[src/design/ordered_list_append_delete_top_defines.svh]
// Assertion macros shared by the ordered list RTL
`ifndef ORDERED_LIST_APPEND_DELETE_TOP_DEFINES_SVH
`define ORDERED_LIST_APPEND_DELETE_TOP_DEFINES_SVH

// Check a property on an explicit clock and active-low reset
`define OLAD_ASSERT_CLK(lbl, clk, rstn, prop, msg) \
  lbl: assert property (@(posedge clk) disable iff (!rstn) prop) else $error(msg);

// Check a property on the standard clock and reset
`define OLAD_ASSERT(lbl, prop, msg) \
  `OLAD_ASSERT_CLK(lbl, clk_i, rst_ni, prop, msg)

`endif

[src/design/olad_pkg.sv]
// Shared types and constants for the ordered list block
`default_nettype none

package olad_pkg;

  localparam int VALUE_W = 32;
  localparam int POS_W   = 7;
  localparam int CNT_W   = 7;

  localparam logic OP_APPEND = 1'b0;
  localparam logic OP_DELETE = 1'b1;

  typedef enum logic [1:0] {
    ST_DONE   = 2'd0,
    ST_FULL   = 2'd1,
    ST_BADPOS = 2'd2
  } status_e;

endpackage

`default_nettype wire

[src/design/olad_if.sv]
// Handshake interfaces for the command and result words
`default_nettype none

interface olad_in_if import olad_pkg::*; ();
  logic                      valid;
  logic                      ready;
  logic                      operation;
  logic signed [VALUE_W-1:0] value;
  logic        [POS_W-1:0]   position;

  modport source (output valid, output operation, output value, output position,
                  input ready);
  modport sink   (input valid, input operation, input value, input position,
                  output ready);
endinterface

interface olad_out_if import olad_pkg::*; ();
  logic                      valid;
  logic                      ready;
  logic        [1:0]         status;
  logic signed [VALUE_W-1:0] removed_value;
  logic        [CNT_W-1:0]   entry_count;

  modport source (output valid, output status, output removed_value,
                  output entry_count, input ready);
  modport sink   (input valid, input status, input removed_value,
                  input entry_count, output ready);
endinterface

`default_nettype wire

[src/design/olad_ram.sv]
// Generic single-clock RAM, one write and one registered read port
`default_nettype none

module olad_ram #(
  parameter int WIDTH = 32,
  parameter int DEPTH = 64
) (
  input  logic                     clk_i,
  input  logic                     we_i,
  input  logic [$clog2(DEPTH)-1:0] waddr_i,
  input  logic [WIDTH-1:0]         wdata_i,
  input  logic [$clog2(DEPTH)-1:0] raddr_i,
  output logic [WIDTH-1:0]         rdata_o
);

  logic [WIDTH-1:0] mem_q [DEPTH];
  logic [WIDTH-1:0] rdata_q;

  always_ff @(posedge clk_i) begin
    if (we_i) begin
      mem_q[waddr_i] <= wdata_i;
    end
    rdata_q <= mem_q[raddr_i];
  end

  assign rdata_o = rdata_q;

endmodule

`default_nettype wire

[src/design/ordered_list_append_delete_top.sv]
// Ordered list top level: append at tail, delete by position, one RAM holds entries
//
// The list lives in one RAM of CAPACITY 32-bit words with a registered read
// port; a register holds the entry count. An append, a full append and a bad
// position each go from idle straight to the done state, from which the result
// word is registered. A delete reads the removed entry, then moves every later
// entry down one place at one entry per cycle over the RAM's read and write
// ports. The command side is ready only while the sequencer is idle; a finished
// result sits in an output register, and the next command is taken while it
// waits. No clearing pass is needed after reset.
`default_nettype none
`include "ordered_list_append_delete_top_defines.svh"

module ordered_list_append_delete_top import olad_pkg::*; #(
  parameter int CAPACITY = 64
) (
  input  logic           clk_i,
  input  logic           rst_ni,
  olad_in_if.sink        in_i,
  olad_out_if.source     out_o
);

  localparam int AW = $clog2(CAPACITY);
  localparam int CW = $clog2(CAPACITY + 1);
  localparam int XW = ((CW > POS_W) ? CW : POS_W) + 1;

  localparam logic [1:0] S_IDLE  = 2'd0;
  localparam logic [1:0] S_READ  = 2'd1;
  localparam logic [1:0] S_SHIFT = 2'd2;
  localparam logic [1:0] S_DONE  = 2'd3;

  logic [1:0]         state_q, state_d;
  logic [CW-1:0]      count_q, count_d;
  logic [AW-1:0]      idx_q, idx_d;
  status_e            res_status_q, res_status_d;
  logic [VALUE_W-1:0] res_removed_q, res_removed_d;

  logic               out_valid_q;
  status_e            out_status_q;
  logic [VALUE_W-1:0] out_removed_q;
  logic [CNT_W-1:0]   out_count_q;

  logic               ram_we;
  logic [AW-1:0]      ram_waddr;
  logic [VALUE_W-1:0] ram_wdata;
  logic [AW-1:0]      ram_raddr;
  logic [VALUE_W-1:0] ram_rdata;

  logic               accept;
  logic               out_free;
  logic [XW-1:0]      pos_x, cnt_x, idx_x;

  assign in_i.ready = (state_q == S_IDLE);
  assign accept     = in_i.valid && in_i.ready;
  assign out_free   = !out_valid_q || out_o.ready;

  assign pos_x = XW'(in_i.position);
  assign cnt_x = XW'(count_q);
  assign idx_x = XW'(idx_q);

  olad_ram #(
    .WIDTH (VALUE_W),
    .DEPTH (CAPACITY)
  ) u_ram (
    .clk_i   (clk_i),
    .we_i    (ram_we),
    .waddr_i (ram_waddr),
    .wdata_i (ram_wdata),
    .raddr_i (ram_raddr),
    .rdata_o (ram_rdata)
  );

  always_comb begin
    state_d       = state_q;
    count_d       = count_q;
    idx_d         = idx_q;
    res_status_d  = res_status_q;
    res_removed_d = res_removed_q;
    ram_we        = 1'b0;
    ram_waddr     = idx_q;
    ram_wdata     = ram_rdata;
    ram_raddr     = idx_q;
    case (state_q)
      S_IDLE: begin
        if (accept) begin
          res_removed_d = '0;
          if (in_i.operation == OP_APPEND) begin
            state_d = S_DONE;
            if (cnt_x == XW'(CAPACITY)) begin
              res_status_d = ST_FULL;
            end else begin
              res_status_d = ST_DONE;
              ram_we       = 1'b1;
              ram_waddr    = count_q[AW-1:0];
              ram_wdata    = $unsigned(in_i.value);
              count_d      = count_q + 1'b1;
            end
          end else if ((pos_x == '0) || (pos_x > cnt_x)) begin
            res_status_d = ST_BADPOS;
            state_d      = S_DONE;
          end else begin
            ram_raddr = AW'(pos_x - 1'b1);
            idx_d     = AW'(pos_x - 1'b1);
            state_d   = S_READ;
          end
        end
      end
      S_READ: begin
        res_removed_d = ram_rdata;
        res_status_d  = ST_DONE;
        if ((idx_x + 1'b1) < cnt_x) begin
          ram_raddr = AW'(idx_x + 1'b1);
          state_d   = S_SHIFT;
        end else begin
          count_d = count_q - 1'b1;
          state_d = S_DONE;
        end
      end
      S_SHIFT: begin
        ram_we    = 1'b1;
        ram_waddr = idx_q;
        ram_wdata = ram_rdata;
        idx_d     = idx_q + 1'b1;
        if ((idx_x + 2'd2) < cnt_x) begin
          ram_raddr = AW'(idx_x + 2'd2);
        end else begin
          count_d = count_q - 1'b1;
          state_d = S_DONE;
        end
      end
      S_DONE: begin
        if (out_free) begin
          state_d = S_IDLE;
        end
      end
      default: begin
        state_d = S_IDLE;
      end
    endcase
  end

  always_ff @(posedge clk_i or negedge rst_ni) begin
    if (!rst_ni) begin
      state_q     <= S_IDLE;
      count_q     <= '0;
      out_valid_q <= 1'b0;
    end else begin
      state_q <= state_d;
      count_q <= count_d;
      if ((state_q == S_DONE) && out_free) begin
        out_valid_q <= 1'b1;
      end else if (out_o.ready) begin
        out_valid_q <= 1'b0;
      end
    end
  end

  always_ff @(posedge clk_i) begin
    idx_q         <= idx_d;
    res_status_q  <= res_status_d;
    res_removed_q <= res_removed_d;
    if ((state_q == S_DONE) && out_free) begin
      out_status_q  <= res_status_q;
      out_removed_q <= res_removed_q;
      out_count_q   <= CNT_W'(count_q);
    end
  end

  assign out_o.valid         = out_valid_q;
  assign out_o.status        = out_status_q;
  assign out_o.removed_value = $signed(out_removed_q);
  assign out_o.entry_count   = out_count_q;

  `OLAD_ASSERT(a_count_bound, (XW'(count_q) <= XW'(CAPACITY)), "entry count above capacity")
  `OLAD_ASSERT(a_shift_in_list, (state_q == S_SHIFT) |-> ((idx_x + 1'b1) < cnt_x), "shift past tail")
  `OLAD_ASSERT(a_accept_leaves_idle, accept |=> (state_q != S_IDLE), "accepted word left idle")
  `OLAD_ASSERT(a_reject_no_removed, (out_valid_q && (out_status_q != ST_DONE)) |-> (out_removed_q == '0), "rejected word carries removed value")

endmodule

`default_nettype wire

[src/flat_wrapper.sv]
// flat-port wrapper written by rule: the top's interface ports become plain ports
module ordered_list_append_delete_top_flat import olad_pkg::*;
#(
  parameter int CAPACITY = 64
)
  (clk_i, rst_ni, in_i_valid, in_i_operation, in_i_value, in_i_position, in_i_ready, out_o_valid, out_o_status, out_o_removed_value, out_o_entry_count, out_o_ready);
  olad_in_if in_i_i ();
  olad_out_if out_o_i ();
  input  logic clk_i;
  input  logic rst_ni;
  input wire logic [$bits(in_i_i.valid)-1:0] in_i_valid;
  input wire logic [$bits(in_i_i.operation)-1:0] in_i_operation;
  input wire logic [$bits(in_i_i.value)-1:0] in_i_value;
  input wire logic [$bits(in_i_i.position)-1:0] in_i_position;
  output wire logic [$bits(in_i_i.ready)-1:0] in_i_ready;
  output wire logic [$bits(out_o_i.valid)-1:0] out_o_valid;
  output wire logic [$bits(out_o_i.status)-1:0] out_o_status;
  output wire logic [$bits(out_o_i.removed_value)-1:0] out_o_removed_value;
  output wire logic [$bits(out_o_i.entry_count)-1:0] out_o_entry_count;
  input wire logic [$bits(out_o_i.ready)-1:0] out_o_ready;
  assign in_i_i.valid = in_i_valid;
  assign in_i_i.operation = in_i_operation;
  assign in_i_i.value = in_i_value;
  assign in_i_i.position = in_i_position;
  assign in_i_ready = in_i_i.ready;
  assign out_o_valid = out_o_i.valid;
  assign out_o_status = out_o_i.status;
  assign out_o_removed_value = out_o_i.removed_value;
  assign out_o_entry_count = out_o_i.entry_count;
  assign out_o_i.ready = out_o_ready;
  ordered_list_append_delete_top #(.CAPACITY(CAPACITY)) u_core (.clk_i(clk_i), .rst_ni(rst_ni), .in_i(in_i_i), .out_o(out_o_i));
endmodule
[config.mk]
export PLATFORM = sky130hd
export DESIGN_NAME = ordered_list_append_delete_top_flat
export DESIGN_NICKNAME = d
export VERILOG_FILES = /design/src/design/olad_pkg.sv /design/src/design/olad_if.sv /design/src/design/olad_ram.sv /design/src/design/ordered_list_append_delete_top.sv /design/src/flat_wrapper.sv
export VERILOG_INCLUDE_DIRS = /design/src /design/src/design
export SDC_FILE = /design/constraint.sdc
export NUM_CORES = 2
export LEC_CHECK = 0
export BUFFER_PORTS_ARGS = -buffer_cell sky130_fd_sc_hd__buf_2
export CAP_MARGIN = 30
export CORE_MARGIN = 2
export CORE_UTILIZATION = 55
export DETAILED_ROUTE_END_ITERATION = 8
export GPL_TIMING_DRIVEN = 0
export MAX_ROUTING_LAYER = met4
export PLACE_DENSITY = 0.71
export SYNTH_ARGS = -nofsm -noshare
export SYNTH_HDL_FRONTEND = slang
export SYNTH_SLANG_ARGS = --single-unit
export TNS_END_PERCENT = 5
[constraint.sdc]
create_clock -name clk_i -period 8.41 [get_ports clk_i]
set_input_delay 0.4205 -clock clk_i [delete_from_list [all_inputs] [get_ports clk_i]]
set_output_delay 0.4205 -clock clk_i [all_outputs]
set_load 0.01 [all_outputs]
==> impl_metrics.toml <==
[clock_network]
cts_tree = "yes"
root_buf_cell = "sky130_fd_sc_hd__clkbuf_16"
cts_htree_levels = 4
cts_repair_resize_count = 0
clk_transition_reported_paths_ps = 60
tritoncts.num_buffers = 211
insertion_delay_ps = 850
clk_path_buf_depth = 3
clkSinkCount = 2171

[die]
die_y_microns = 401
die_x_microns = 401
die_area_sq_mm = 0.161
io_pins = 87
core_region_area_sq_mm = 0.156
placementRows = 145
starting_density_of_the_core = 0.554

[hold_path]
worst_min_delay_path_category = "in2reg"

[setup_path]
critPathCaptureType = "flop"
worstSetupStartpointType = "flop"
critPathRequiredTime_ps = 9090
criticalPathCategory = "reg2reg"
arrival_ps = 8420
critPathMaxFanout = 11

[route]
residual_antenna_violating_net_count_after_detailed_routing = 0
post_drt_via_cell_ratio = 6.51
drt_pre_antenna_iters = 6
route.detailed.wl_per_inst_microns = 31.3
vias = 56600
routed_wirelength_mm = 272
drt_iter0_drc = 10600
drc_errors = 0

[place]
placed_cells = 8265
worst_case_setup_slack_after_placement_ps = 1020
gpl.final_weighted_congestion = 1.01
detailed_place_hpwl_mm = 187
io_buffer_count = 86

[timing]
max_clock_freq_mhz = 129
min_period_over_period = 0.920
finalHoldViolCount = 0
report.final.setup_viol = 0
fin_skew_ps = 47.5
slew_violations = 0
setup-tns-final_ps = 0
hold_slack_ps = 87.8
slew-limit-headroom = 0.143
timing.final.ws_setup_ps = 673
rsz0062_at_grt = "no"
worst_pin_slew_ps = 1280
finalCriticalPeriod_ps = 7740

[yosys]
ys_ff_latch = 2171
post-synth-top-count-cell = "sky130_fd_sc_hd__edfxtp_1"
synth_nets = 6088
ys.warnings.count = 0
synth_edf_count = 2129
synthDominantCellAreaShare = 0.738
synth_common_cells = "2129 x sky130_fd_sc_hd__edfxtp_1, 1310 x sky130_fd_sc_hd__nand2_1, 362 x sky130_fd_sc_hd__nand3_1"
ys.flop_type = "sky130_fd_sc_hd__edfxtp_1"
synth_area_leader_cell = "sky130_fd_sc_hd__edfxtp_1"
ys_seq_area_frac = 0.748
synthesis.instances = 6011
leading_post_synthesis_cells_by_cell_area = "sky130_fd_sc_hd__edfxtp_1 74%, sky130_fd_sc_hd__nand2_1 5.7%, sky130_fd_sc_hd__mux2i_1 3.5%"
yosysUniqueCellTypes = 80
post_synth_arst_share = 0.00461
synth_area_per_cell_sq_um = 14.4
synth.cell_area_sq_mm = 0.0866

[layout]
layout-area-overhead-vs-synth_pct = 14.3
instances_no_fill = 8690
final_layout_net_count = 6502
post_route_cells_drive_above_1_share = 0.122
post-route-util = 0.634

[power]
power.ir.vdd_worst_mv = 0.232
leakage_uw = 0.0323
pwr_density_mw_per_mm2 = 211

[flow_run]
timing.max_cap.violations = 0

[grt]
grt_pass1_vias = 52600
grt_start_max_net_pins = 65
grt_pass1_wl_mm = 380
grt_use_total = 0.342
number_of_antenna_violations_at_the_first_check_in_global_routing = 24
globalRoute.totalOverflow = 0

[status]
status = "complete, no violations"
registers in the layout, indices dropped and copies added (netlist names):
name / cells
u_core.u_ram.rdata_o: 32
u_core.u_ram.mem_q: 2048
u_core.res_removed_q: 32
u_core.count_q: 7
u_core.out_o.entry_count: 7
u_core.out_o.valid: 1
u_core.out_o.status: 2
u_core.state_q: 2
u_core.out_o.removed_value: 32
u_core.idx_q: 6
u_core.res_status_q: 2
cell families after synthesis:
kind of cell | share of synthesized area
xor gates and xnor gates | 0.00182
AOI/OAI and AO/OA | 0.0742
buffers and inverters | 0.0232
DFF | 0.748
muxes | 0.0396
and+or+nand+nor | 0.108
adders and majority gates | 0.00485
path summary, 6_finish.rpt:
path	slack [ps]	startpoint	end	cells after the start
min	90	in_i_valid	u_core.state_q[1]	3
min in group asynchronous	630	rst_ni	u_core.count_q[2]	3
max	670	u_core.idx_q[1]	u_core.u_ram.rdata_o[20]	17
max in group asynchronous	7430	rst_ni	u_core.out_o.valid	3
min reg2reg	400	u_core.res_removed_q[14]	u_core.out_o.removed_value[14]	0
max reg2reg	670	u_core.idx_q[1]	u_core.u_ram.rdata_o[20]	17
power breakdown:
group | switching (uW) | internal (uW) | leakage (uW) | total [uW]
sequential | 0.00000000000000937 | 11700 | 0.0198 | 11700
combinational | 22.8 | 14.6 | 0.00931 | 37.4
clock | 4120 | 5050 | 0.00323 | 9180
layer usage:
metal	vias to the layer above	GRT usage	wire [microns]
met5	-	-	0
met4	0	0.126	11100
met3	500	0.0837	36500
met2	4009	0.492	121000
met1	28300	0.477	104000
li1	23800	-	-
cell type report:
| class | instances | area, sq um |
|---|---|---|
| plain buffers | 402 | 1930 |
| well taps | 2058 | 2570 |
| inverters | 20 | 75.1 |
| clock inverters | 117 | 1060 |
| clock buffers | 272 | 5590 |
| flip-flops and latches | 2171 | 64800 |
| fillers | 11100 | 57200 |
| multi-input cells | 3418 | 20300 |
| repair buffers | 201 | 2540 |
| diodes | 31 | 77.6 |
what timing repair did:
item / in CTS / in global routing
hold buffers: 5 / 0
buffers inserted: 0 / 0
hold endpoints to repair: 13 / 0
through the flow:
step	total power, uW	area [sq um]
after floorplan	11900	86600
after global placement	12000	89600
after detailed placement	12000	92200
after CTS	20900	98900
after global routing	21300	99000
final	20900	99000
layout by cell type, fill, tap and decap left out, drive strengths merged, types with 8 or more instances in the layout:
| cell type | n |
|---|---|
| clkinv | 90 |
| a211oi | 8 |
| edfxtp | 2129 |
| nand4 | 120 |
| a21oi | 301 |
| ha | 32 |
| and3 | 41 |
| a21boi | 118 |
| o32ai | 60 |
| xnor2 | 10 |
| nor3 | 34 |
| o21ai | 50 |
| and2 | 39 |
| inv | 32 |
| mux2 | 36 |
| nor4 | 69 |
| buf | 409 |
| mux2i | 300 |
| a32oi | 32 |
| a31oi | 35 |
| a221oi | 133 |
| nand3 | 362 |
| nand2 | 1310 |
| dfxtp | 32 |
| a21o | 10 |
| bufinv | 11 |
| dfrtp | 10 |
| clkbuf | 461 |
| nor2 | 105 |
| xor2 | 8 |
| a22oi | 130 |
| diode | 31 |
critical path, cell delays in order, from the launching register on:
cell and delay [ps]:
sky130_fd_sc_hd__edfxtp_1 620, sky130_fd_sc_hd__ha_1 220, sky130_fd_sc_hd__clkbuf_1 370, sky130_fd_sc_hd__nand4_1 330
sky130_fd_sc_hd__xnor2_1 330, sky130_fd_sc_hd__ha_1 300, sky130_fd_sc_hd__a21o_1 190, sky130_fd_sc_hd__a221o_1 470
sky130_fd_sc_hd__o311a_1 340, sky130_fd_sc_hd__a311o_1 330, sky130_fd_sc_hd__a2bb2oi_4 450, sky130_fd_sc_hd__nand2_1 350
sky130_fd_sc_hd__nor4_1 780, sky130_fd_sc_hd__clkbuf_1 550, sky130_fd_sc_hd__clkbuf_1 500, sky130_fd_sc_hd__a21boi_0 820
sky130_fd_sc_hd__nor4_1 290, sky130_fd_sc_hd__and3_1 320
No activity file was read; power rests on OpenSTA's default activity.
